===== src/rsb_pkg.sv =====
// Shared types and constants for the reservoir sample buffer.
`timescale 1ns / 1ps

package rsb_pkg;

  localparam int DATA_W = 32;  // entry, random value and seen counter width
  localparam int FILL_W = 11;  // fill count and capacity width
  localparam int SLOT_W = 10;  // reported slot width

  localparam logic ACT_PUSH = 1'b0;
  localparam logic ACT_DRAW = 1'b1;

  localparam logic [FILL_W-1:0] CAP_RESET = 11'd1024;
  localparam logic [DATA_W-1:0] SEEN_MAX  = 32'hFFFF_FFFF;

  // Request to the remainder unit.
  typedef struct packed {
    logic              start;
    logic [DATA_W-1:0] dividend;
    logic [DATA_W-1:0] divisor;
  } rsb_div_req_t;

  // Response from the remainder unit; remainder holds after done.
  typedef struct packed {
    logic              done;
    logic [DATA_W-1:0] remainder;
  } rsb_div_rsp_t;

endpackage


===== src/rsb_rem_unit.sv =====
// Bit-serial restoring remainder unit, one dividend bit per cycle.
`timescale 1ns / 1ps

module rsb_rem_unit (
  input  logic                 clk,
  input  logic                 rst_n,
  input  rsb_pkg::rsb_div_req_t req,
  output rsb_pkg::rsb_div_rsp_t rsp
);

  import rsb_pkg::*;

  localparam int CNT_W = $clog2(DATA_W + 1);

  logic [DATA_W-1:0] dvd_r, dvd_nxt;
  logic [DATA_W-1:0] dvs_r, dvs_nxt;
  logic [DATA_W-1:0] rem_r, rem_nxt;
  logic [CNT_W-1:0]  cnt_r, cnt_nxt;
  logic              done_r, done_nxt;
  logic [DATA_W:0]   trial;

  always_comb begin
    dvd_nxt  = dvd_r;
    dvs_nxt  = dvs_r;
    rem_nxt  = rem_r;
    cnt_nxt  = cnt_r;
    done_nxt = 1'b0;
    trial    = {rem_r, dvd_r[DATA_W-1]};
    if (req.start) begin
      dvd_nxt = req.dividend;
      dvs_nxt = req.divisor;
      rem_nxt = '0;
      cnt_nxt = CNT_W'(DATA_W);
    end else if (cnt_r != '0) begin
      // partial remainder stays below the divisor, so 33 bits suffice
      if (trial >= {1'b0, dvs_r}) begin
        rem_nxt = DATA_W'(trial - {1'b0, dvs_r});
      end else begin
        rem_nxt = trial[DATA_W-1:0];
      end
      dvd_nxt = {dvd_r[DATA_W-2:0], 1'b0};
      cnt_nxt = cnt_r - 1'b1;
      done_nxt = (cnt_r == CNT_W'(1));
    end
  end

  always_ff @(posedge clk) begin
    if (!rst_n) begin
      cnt_r  <= '0;
      done_r <= 1'b0;
    end else begin
      cnt_r  <= cnt_nxt;
      done_r <= done_nxt;
    end
    dvd_r <= dvd_nxt;
    dvs_r <= dvs_nxt;
    rem_r <= rem_nxt;
  end

  assign rsp.done      = done_r;
  assign rsp.remainder = rem_r;

endmodule


===== config.mk =====
export PLATFORM = sky130hd
export DESIGN_NAME = rsb_rem_unit
export DESIGN_NICKNAME = d
export VERILOG_FILES = /design/src/rsb_pkg.sv /design/src/rsb_rem_unit.sv
export SDC_FILE = /design/constraint.sdc
export NUM_CORES = 1
export LEC_CHECK = 0
export BUFFER_PORTS_ARGS = -buffer_cell sky130_fd_sc_hd__buf_2
export CAP_MARGIN = 20
export CORE_UTILIZATION = 25
export CTS_CLUSTER_DIAMETER = 30
export CTS_CLUSTER_SIZE = 20
export DETAILED_ROUTE_END_ITERATION = 12
export PLACE_DENSITY_LB_ADDON = 0.3
export SETUP_SLACK_MARGIN = 0.15
export SLEW_MARGIN = 15
export SYNTH_ARGS = -nofsm -noshare
export SYNTH_HDL_FRONTEND = slang
export SYNTH_SLANG_ARGS = --single-unit

===== constraint.sdc =====
create_clock -name clk -period 2.48 [get_ports clk]
set_input_delay 0.496 -clock clk [delete_from_list [all_inputs] [get_ports clk]]
set_output_delay 0.496 -clock clk [all_outputs]
set_load 0.03 [all_outputs]

==> flow_summary_export.csv, run 1 <==
group,metric,value,unit
status,status,"finished, violations left",
status,violations,"setup timing",
synthesis,synth_top_area_cell,"edfxtp_1",
setup_path,cp_top_family,"compound AO/OA/AOI/OAI gates",
cts,cts.sinks,103,
setup_path,r2r-end,"rem_r[5]",
layout,final_area,9030,um^2
floorplanning,io_pins,100,
layout,final_cell_mix,"102 x buf_4, 98 x buf_2, 64 x edfxtp_1",
setup_path,critPathRequiredTime,2770,ps
grt,grt_pass1_vias,5515,
setup_path,crit_chain,"inv_1 -> ha_4 -> nand3_4 -> o21bai_4 -> a2111o_1 -> nand3_2 -> o211a_4 -> nor2_4 -> buf_12 -> or3_4 -> a311oi_2",
routing,ant_nets,0,
floorplanning,die_x,158,um
sta,fmax,0.393,GHz
setup_path,worstPathArrival,2830,ps
cts,path_clk_slew,90,ps
setup_path,worst_setup_path_end_kind,"flop",
routing,drt_iter0_markers,278,
sta,drv_slew,0,
worst_hold_path,min_to,"dvs_r[24]",
sta,slew_headroom,63.6,%
pwr,leakage,3.69,nW
routing,first_pass_iters,4,
synthesis,async_flop_share,0,%
synthesis,netlist_area,6070,um^2
sta,fin_worst_skew,18.1,ps
placed_design,hpwlAfterDp,13.1,mm
layout,drive_gt1_share,50.4,%
sta,tns,-254,ps
floorplanning,core,23600,um^2
routing,drt-total-wl,18.1,mm
worst_hold_path,whs_path_depth,1,
sta,tightest_slew,545,ps
pwr,peakVddDrop,0.530,mV
grt,overflow,0,
synthesis,postSynthAreaPerCell,9.62,um^2
sta,whs,291,ps
sta,period_needed,2540,ps
synthesis,yosysSeqAreaShare,44.5,%
setup_path,reg2reg_from,"dvs_r[2]",
cts,cts_tree,"done",
setup_path,crit_fanout,6,
synthesis,synth_edf_count,64,
setup_path,start_kind,"flop",
worst_hold_path,min_from,"req[24]",
cts,cts_htree_levels,3,
setup_path,r2r_cells,11,
layout,fin_nets,934,
grt,grt_pass1_wl,28.8,mm
placed_design,portBuffers,99,
floorplanning,row_count,56,
synthesis,synth_top_area_share,31.7,%
synthesis,yosys_warnings,0,
setup_path,critical_path.startpoint,"dvs_r[2]",
routing,vias,5416,
worst_hold_path,hp-class,"input port to flop",
synthesis,synth.area.top_cells,"edfxtp_1 32%, dfxtp_1 13%, ha_1 7.0%",
placed_design,placed_cell_area,8020,um^2
setup_path,crit_buf_inv,2,
cts,clk-insertion-delay-late,370,ps
synthesis,synth_cells,631,
grt,antenna_found_initial,0,
routing,met2WireLength,8.31,mm
synthesis,synth_cell_types,59,
cts,root_buffer,"clkbuf_16",
sta,fin_ws,-64.7,ps
setup_path,slowest_stage,"a2111o_1",
synthesis,syn-num-nets,733,
setup_path,crit_type,"flop to flop",
pwr,powerDensity,1280,nW/um^2
setup_path,max_stage_delay,460,ps
grt,grt_max_degree,58,
synthesis,synth_ff_type,"edfxtp_1",
grt,grt_usage,15.0,%
routing,routedWlPerCell,15.6,um
routing,wl_met1,8.51,mm
routing,via_per_inst,4.69,
sta,setup_violations,9,
layout,final_common_cell,"buf_4",
routing,dr_wl_met3,991,um
cts,cts_made_buffers,9,
sta,rsz0062_at_grt,"true",
floorplanning,dieArea,24900,um^2
placed_design,gp_congestion,0.856,
routing,routed.top_layer,"met4",
layout,antenna_cells,0,
setup_path,rrSetupSlack,-60,ps
floorplanning,die_y,158,um
cts,postCtsHoldBufs,0,
floorplanning,initial_core_util,25.7,%
sta,hold_viol_final,0,
layout,area_growth,48.7,%
routing,drcViolationCount,0,
sta,period_share,103,%
cts,cts_buffer_depth,2,
synthesis,yosys_register_bits,103,
run,cap_violations,0,
where the power goes:
part	internal (W)	total, W	switching [W]
Clock	0.000749	0.00156	0.000814
Combinational	0.00343	0.00728	0.00384
Sequential	0.00240	0.00272	0.000323
Total	0.00658	0.0116	0.00498
metrics by stage:
step	instances	utilization, %	worst slack, ps	power, W
after floorplan	631	-	-14.7	0.00655
after global placement	1121	34.0	-112	0.00886
after CTS	1144	36.4	-42.6	0.0109
final	1156	38.2	-64.7	0.0116
after global routing	1156	38.2	-208	0.0124
after detailed placement	1121	34.0	-145	0.00887
registers in the layout, summed over array words and instances, names as in the netlist:
signal	count
dvd_r	32
dvs_r	32
rem_r	32
cnt_r	6
done_r	1
cells by family after synthesis:
family,synth area share [%]
compound gates,18.3
xor+xnor,2.89
fa+ha+maj,7.34
buf+inv,5.30
flops,44.5
mux,6.43
simple gates,15.2
cells in the mapped netlist, types with 3 or more instances:
library cell,number
a211oi_1,8
a21o_1,11
a21oi_1,44
a311oi_1,18
a31oi_1,10
and2_1,5
and3_1,5
and4_1,3
buf_2,7
clkbuf_1,18
dfxtp_1,39
edfxtp_1,64
ha_1,34
inv_1,51
mux2_2,32
mux2i_1,3
nand2_1,62
nand2b_1,4
nand3_1,19
nand4_1,9
nor2_1,53
nor2b_1,3
nor3_1,15
nor4_1,6
o211ai_1,6
o21a_1,10
o21ai_0,21
o21bai_1,7
o31ai_1,3
or3_1,6
xnor2_1,16
xor2_1,4
worst max-delay path by stage:
stage,end,slack (ps),cells after the start
floorplan,rem_r[13],-10,10
global placement,rem_r[14],-110,11
detailed placement,rem_r[30],-150,12
CTS,rem_r[25],-40,11
global route,rem_r[22],-210,12
finish,rem_r[5],-60,11
area by class of cell:
| cell class | count | area [um^2] |
|---|---|---|
| Clock buffer | 9 | 225 |
| Fill cell | 2390 | 14600 |
| Sequential cell | 103 | 2770 |
| Tap cell | 319 | 399 |
| Timing Repair Buffer | 219 | 1550 |
| Multi-Input combinational cell | 448 | 3800 |
| Inverter | 51 | 191 |
| Clock inverter | 7 | 98.8 |
routing by layer:
metal,vias to the layer above,global-route usage (%)
met3,19,4.08
met5,-,0
met4,0,4.35
met2,117,23.7
met1,2566,19.9
li1,2714,-
repair_timing:
action / CTS / global route
endpoints found under the setup margin: 32 / 32
buffers inserted: 7 / 12
pin swaps: 38 / 45
gates resized for setup: 42 / 73
No activity file was read; power rests on OpenSTA's default activity.
==> run 2: changes to the inputs <==
==> constraint.sdc (replaced) <==
create_clock -name clk -period 2.48 [get_ports clk]
set_input_delay 0.124 -clock clk [delete_from_list [all_inputs] [get_ports clk]]
set_output_delay 0.124 -clock clk [all_outputs]
set_load 0.03 [all_outputs]
==> flow_summary_export.csv, run 2 (synthesis results as in run 1) <==
group,metric,value,unit
status,status,"finished, violations left",
status,violations,"setup timing",
setup_path,crit_type,"flop to flop",
pwr,total_power,0.0113,W
placed_design,gp_congestion,0.852,
layout,reg.largest.list,"dvd_r (32), dvs_r (32), rem_r (32)",
placed_design,dp_cells,1113,
routing,drcViolationCount,0,
pwr,p_seq_share,24.3,%
setup_path,worstPathArrival,2790,ps
floorplanning,die_x,158,um
pwr,powerDensity,1240,nW/um^2
grt,overflow,0,
placed_design,preCtsSetupSlack,-121,ps
cts,cts_made_buffers,9,
pwr,leakage,3.74,nW
pwr,power.share.combinational,62.0,%
sta,drv_slew,0,
layout,nFillCells,2392,
setup_path,crit_chain,"inv_2 -> ha_4 -> a21o_1 -> a31oi_4 -> a2111o_1 -> and3_4 -> a211oi_4 -> nor3_2 -> or3_1 -> a221oi_2",
routing,drt_iter0_markers,295,
floorplanning,die_y,158,um
sta,whs,44.4,ps
cts,cts_buffer_depth,2,
floorplanning,initial_core_util,25.7,%
sta,period_needed,2520,ps
layout,area_growth,49.7,%
routing,first_pass_iters,4,
pwr,p_sw,0.00490,W
setup_path,max_stage_delay,470,ps
cts,root_buffer,"clkbuf_16",
grt,grt_pass1_wl,28.6,mm
floorplanning,dieArea,24900,um^2
setup_path,worst_setup_path_end_kind,"flop",
grt,antenna_found_initial,0,
sta,setup_violations,9,
cts,cts.sinks,103,
pwr,peakVddDrop,0.488,mV
routing,ant_nets,0,
pwr,clkPwrFrac,13.7,%
layout,stdcell_count,1171,
placed_design,portBuffers,99,
layout,final_common_cell,"buf_2",
layout,fin_nets,949,
layout,utilization,38.5,%
grt,grt_pass1_vias,5472,
setup_path,slowest_stage,"a2111o_1",
run,cap_violations,0,
sta,rsz0062_at_grt,"true",
cts,clk-insertion-delay-late,360,ps
sta,fin_worst_skew,10.9,ps
setup_path,start_kind,"flop",
pwr,swShare,43.6,%
sta,period_share,102,%
cts,cts_tree,"done",
sta,tightest_slew,526,ps
floorplanning,core,23600,um^2
sta,hold_viol_final,0,
pwr,internal_power,0.00635,W
cts,path_clk_slew,80,ps
routing,vias,5489,
floorplanning,row_count,56,
grt,grt_usage,14.9,%
layout,final_cell_mix,"98 x buf_2, 88 x buf_4, 64 x edfxtp_1",
cts,cts_htree_levels,3,
grt,grt_max_degree,68,
layout,drive_gt1_share,45.5,%
routing,routedWlPerCell,15.2,um
sta,fin_ws,-39.7,ps
placed_design,hpwlAfterDp,13.1,mm
setup_path,crit_fanout,4,
layout,antenna_cells,0,
routing,via_per_inst,4.69,
worst_hold_path,hp-class,"input port to flop",
sta,fmax,0.397,GHz
setup_path,critPathRequiredTime,2750,ps
routing,drt-total-wl,17.8,mm
sta,slew_headroom,64.9,%
floorplanning,io_pins,100,
-- run 2: cell types whose count changed in the layout (fill, tap and decap cells not counted), moves of 5 or more --
cell / change
a21oi_2: -6
buf_4: -14
a21oi_1: +5
dlygate4sd3_1: +32
-- run 2: repair_timing --
| item | in CTS | in global routing |
|---|---|---|
| gates resized for setup | 40 | 56 |
| endpoints found under the setup margin | 32 | 32 |
| hold buffers | 32 | 0 |
| pin swaps | 34 | 34 |
| setup buffers | 8 | 2 |
| hold endpoints to repair | 32 | 0 |
-- run 2: path summary, 6_finish.rpt --
check | slack, ps | endpoint | startpoint | cells past startpoint
setup / recovery | -40 | rem_r[29] | dvs_r[4] | 10
hold / removal | 40 | dvd_r[0] | req[32] | 2
setup reg to reg | -40 | rem_r[29] | dvs_r[4] | 10
hold reg to reg | 520 | cnt_r[1] | cnt_r[1] | 2
-- run 2: layer usage --
| metal | routed length (um) | up-vias | share of wire (%) | track usage, % |
|---|---|---|---|---|
| met4 | 141 | 0 | 0.79 | 3.24 |
| met2 | 8320 | 119 | 47 | 24.4 |
| met5 | 0 | - | 0 | 0 |
| li1 | - | 2755 | - | - |
| met3 | 791 | 9 | 4.4 | 3.09 |
| met1 | 8570 | 2606 | 48 | 20.0 |
-- run 2: final cells by class --
type | instances | area [um^2] | area share, %
Sequential cell | 103 | 2770 | 30.4
Timing Repair Buffer | 234 | 1700 | 18.7
Clock buffer | 9 | 225 | 2.48
Tap cell | 319 | 399 | 4.39
Inverter | 51 | 191 | 2.11
Multi-Input combinational cell | 448 | 3710 | 40.8
Clock inverter | 7 | 98.8 | 1.09
-- run 2: worst max-delay path, delay by kind of cell, from the launching register on --
family | cells | cell delay [ps]
and+or+nand+nor | 3 | 600
buffers and inverters | 1 | 40
AOI/OAI and AO/OA | 5 | 1170
DFF | 1 | 340
adders and majority gates | 1 | 270
-- run 2: power groups by stage --
| stage | Combinational [W] | Clock [W] | Sequential (W) |
|---|---|---|---|
| after floorplan | 0.00338 | 0 | 0.00317 |
| after global placement | 0.00600 | 0 | 0.00275 |
| after detailed placement | 0.00601 | 0 | 0.00275 |
| after CTS | 0.00650 | 0.00161 | 0.00273 |
| after global routing | 0.00757 | 0.00168 | 0.00279 |
| final | 0.00698 | 0.00154 | 0.00273 |
-- run 2: metrics by stage --
step	setup TNS, ps	instance area, um^2
finish	-217	9090
CTS	-610	8830
global route	-4400	9090
global placement	-598	7950
floorplan	-25.8	6500
detailed placement	-1300	7950
==> run 3: changes to the inputs <==
- ABC_AREA: unset -> 1
==> flow_summary_export.csv, run 3 <==
group,metric,value,unit
synthesis,synth_top_area_share,28.0,%
synthesis,netlist_area,6870,um^2
synthesis,synth_edf_count,64,
synthesis,synth_cells,1000,
synthesis,synth_compound_area_share,3.79,%
synthesis,syn-num-nets,1102,
layout,drive_gt1_share,16.2,%
floorplanning,row_count,60,
cts,root_buffer,"clkbuf_16",
sta,hold_viol_final,0,
routing,drt-total-wl,20.1,mm
sta,rsz0062_at_grt,"true",
pwr,clkPwrFrac,21.8,%
layout,final_cell_mix,"404 x nand2_1, 186 x inv_1, 99 x buf_2",
pwr,internal_power,0.00398,W
sta,fin_worst_skew,11.6,ps
synthesis,synth_top_family_by_area,"simple AND/OR/NAND/NOR gates",
synthesis,synth_top_area_cell,"edfxtp_1",
synthesis,postSynthAreaPerCell,6.87,um^2
grt,overflow,0,
run,cap_violations,0,
sta,period_share,88.5,%
grt,grt_pass1_wl,32.5,mm
sta,period_needed,2190,ps
sta,whs,19.5,ps
cts,cts_made_buffers,9,
sta,fmax,0.456,GHz
synthesis,synth_cell_types,35,
grt,grt_usage,14.6,%
synthesis,synth.area.top_cells,"edfxtp_1 28%, nand2_1 22%, dfxtp_1 11%",
synthesis,ys_top_cells_by_count,"410 x nand2_1, 187 x inv_1, 76 x nand3_1",
floorplanning,dieArea,28200,um^2
placed_design,gp_congestion,0.883,
routing,via_per_inst,4.27,
pwr,powerDensity,787,nW/um^2
cts,cts_tree,"done",
pwr,leakage,4.70,nW
synthesis,yosysSeqAreaShare,39.3,%
routing,routedWlPerCell,13.5,um
routing,vias,6367,
routing,drt_iter0_markers,288,
cts,path_clk_slew,90,ps
sta,setup_violations,0,
pwr,peakVddDrop,0.342,mV
synthesis,muxShareOfSynthArea,0,%
synthesis,yosys.area_share.simple,36.2,%
placed_design,placed_cell_area,7850,um^2
pwr,p_seq_share,34.2,%
layout,antenna_cells,0,
setup_path,critPathRequiredTime,2750,ps
grt,antenna_found_initial,0,
cts,cts.sinks,103,
placed_design,portBuffers,99,
sta,drv_slew,0,
cts,cts_buffer_depth,2,
placed_design,hpwlAfterDp,15.4,mm
layout,nFillCells,2987,
synthesis,yosysMostFrequentCell,"nand2_1",
status,status,"finished clean",
pwr,power.share.combinational,44.0,%
synthesis,synth_adder_area_share,6.48,%
synthesis,synth-xor-area-share,1.91,%
placed_design,dp_cells,1437,
floorplanning,die_y,168,um
layout,area_growth,26.0,%
layout,multi_input_area,3430,um^2
floorplanning,core,27000,um^2
floorplanning,initial_core_util,25.5,%
layout,final_area,8660,um^2
setup_path,crit_fanout,4,
routing,ant_nets,0,
routing,drcViolationCount,0,
worst_hold_path,hp-class,"input port to flop",
layout,reg.largest.list,"dvd_r (32), dvs_r (32), rem_r (32)",
setup_path,crit_type,"flop to flop",
grt,grt_pass1_vias,6349,
pwr,p_sw,0.00284,W
sta,slew_headroom,71.7,%
synthesis,yosys_warnings,0,
sta,tightest_slew,425,ps
pwr,swShare,41.6,%
synthesis,async_flop_share,0,%
layout,final_common_cell,"nand2_1",
setup_path,worstPathArrival,2460,ps
layout,fin_nets,1248,
layout,seq_area,2700,um^2
cts,cts_htree_levels,3,
floorplanning,io_pins,100,
floorplanning,die_x,168,um
routing,first_pass_iters,5,
setup_path,worst_setup_path_end_kind,"flop",
cts,clk-insertion-delay-late,360,ps
setup_path,start_kind,"flop",
synthesis,yosys_register_bits,103,
synthesis,synth_ff_type,"edfxtp_1",
grt,grt_max_degree,40,
layout,stdcell_count,1492,
[run 3: cell count changes after synthesis, sizes merged, moves of 13 or more]
cell | previous run | this run
a21oi | 44 | 25
nand3 | 21 | 81
inv | 51 | 189
nand3b | 1 | 14
nand2 | 62 | 419
a311oi | 18 | 0
mux2 | 32 | 0
[run 3: logic make-up after synthesis]
family	after synthesis
adder cells (fa/ha/maj)	35
AND/OR/NAND/NOR	587
flip-flops	103
buffers and inverters	212
AO/OA/AOI/OAI	48
XOR/XNOR	15
[run 3: layout make-up]
class                           count  area share [%]
Clock buffer                        9            2.60
Clock inverter                      7           0.997
Inverter                          189            8.19
Multi-Input combinational cell    685            39.6
Sequential cell                   103            31.2
Tap cell                          341            4.92
Timing Repair Buffer              158            12.5
[run 3: power groups by stage]
| stage | Combinational [W] | Sequential, W | Clock [W] |
|---|---|---|---|
| 6_report | 0.00300 | 0.00233 | 0.00149 |
| 5_1_grt | 0.00339 | 0.00238 | 0.00161 |
| 4_1_cts | 0.00295 | 0.00233 | 0.00154 |
| 3_5_place_dp | 0.00288 | 0.00237 | 0 |
| 3_3_place_gp | 0.00288 | 0.00236 | 0 |
| 2_1_floorplan | 0.00186 | 0.00256 | 0 |
[run 3: worst max-delay path, stage by stage (launching register included)]
cell	delay (ps)
edfxtp_1	360
inv_1	90
ha_1	160
inv_2	60
fa_2	390
buf_4	160
nand3_1	80
nand3_1	210
nand2_1	230
nand3_1	100
nand2_1	70
nand3_1	70
nand2_1	70
nand2_1	40
[run 3: what timing repair did]
item	4_1_cts	5_1_grt
hold buffers	34	0
pin swaps	1	3
gates resized for setup	3	25
setup endpoints to repair	9	31
cloned	0	1
endpoints found under the hold margin	34	0
buffers inserted	1	3
[run 3: final timing paths]
path                   from   endpoint  slack (ps)  cells after the start
setup reg to reg  dvd_r[31]  rem_r[26]         290                     13
hold / removal      req[45]  dvd_r[13]          20                      3
setup / recovery  dvd_r[31]  rem_r[26]         290                     13
hold reg to reg    cnt_r[5]   cnt_r[5]         480                      2
[run 3: metrics by stage]
stage	total power (W)	worst slack, ps	utilization (%)	setup TNS [ps]
6_report	0.00682	285	32.1	0
5_1_grt	0.00738	124	32.1	0
4_1_cts	0.00683	149	31.6	0
3_5_place_dp	0.00524	-51.1	29.1	-51.1
3_3_place_gp	0.00524	-63.5	29.1	-63.5
2_1_floorplan	0.00442	424	-	0
[run 3: metal layers]
| layer | GRT usage [%] | vias up | part of all wire [%] |
|---|---|---|---|
| met5 | 0 | - | 0 |
| met4 | 3.63 | 0 | 1.4 |
| met3 | 3.39 | 19 | 5.3 |
| met2 | 25.2 | 140 | 47 |
| met1 | 18.2 | 2834 | 46 |
| li1 | - | 3374 | - |
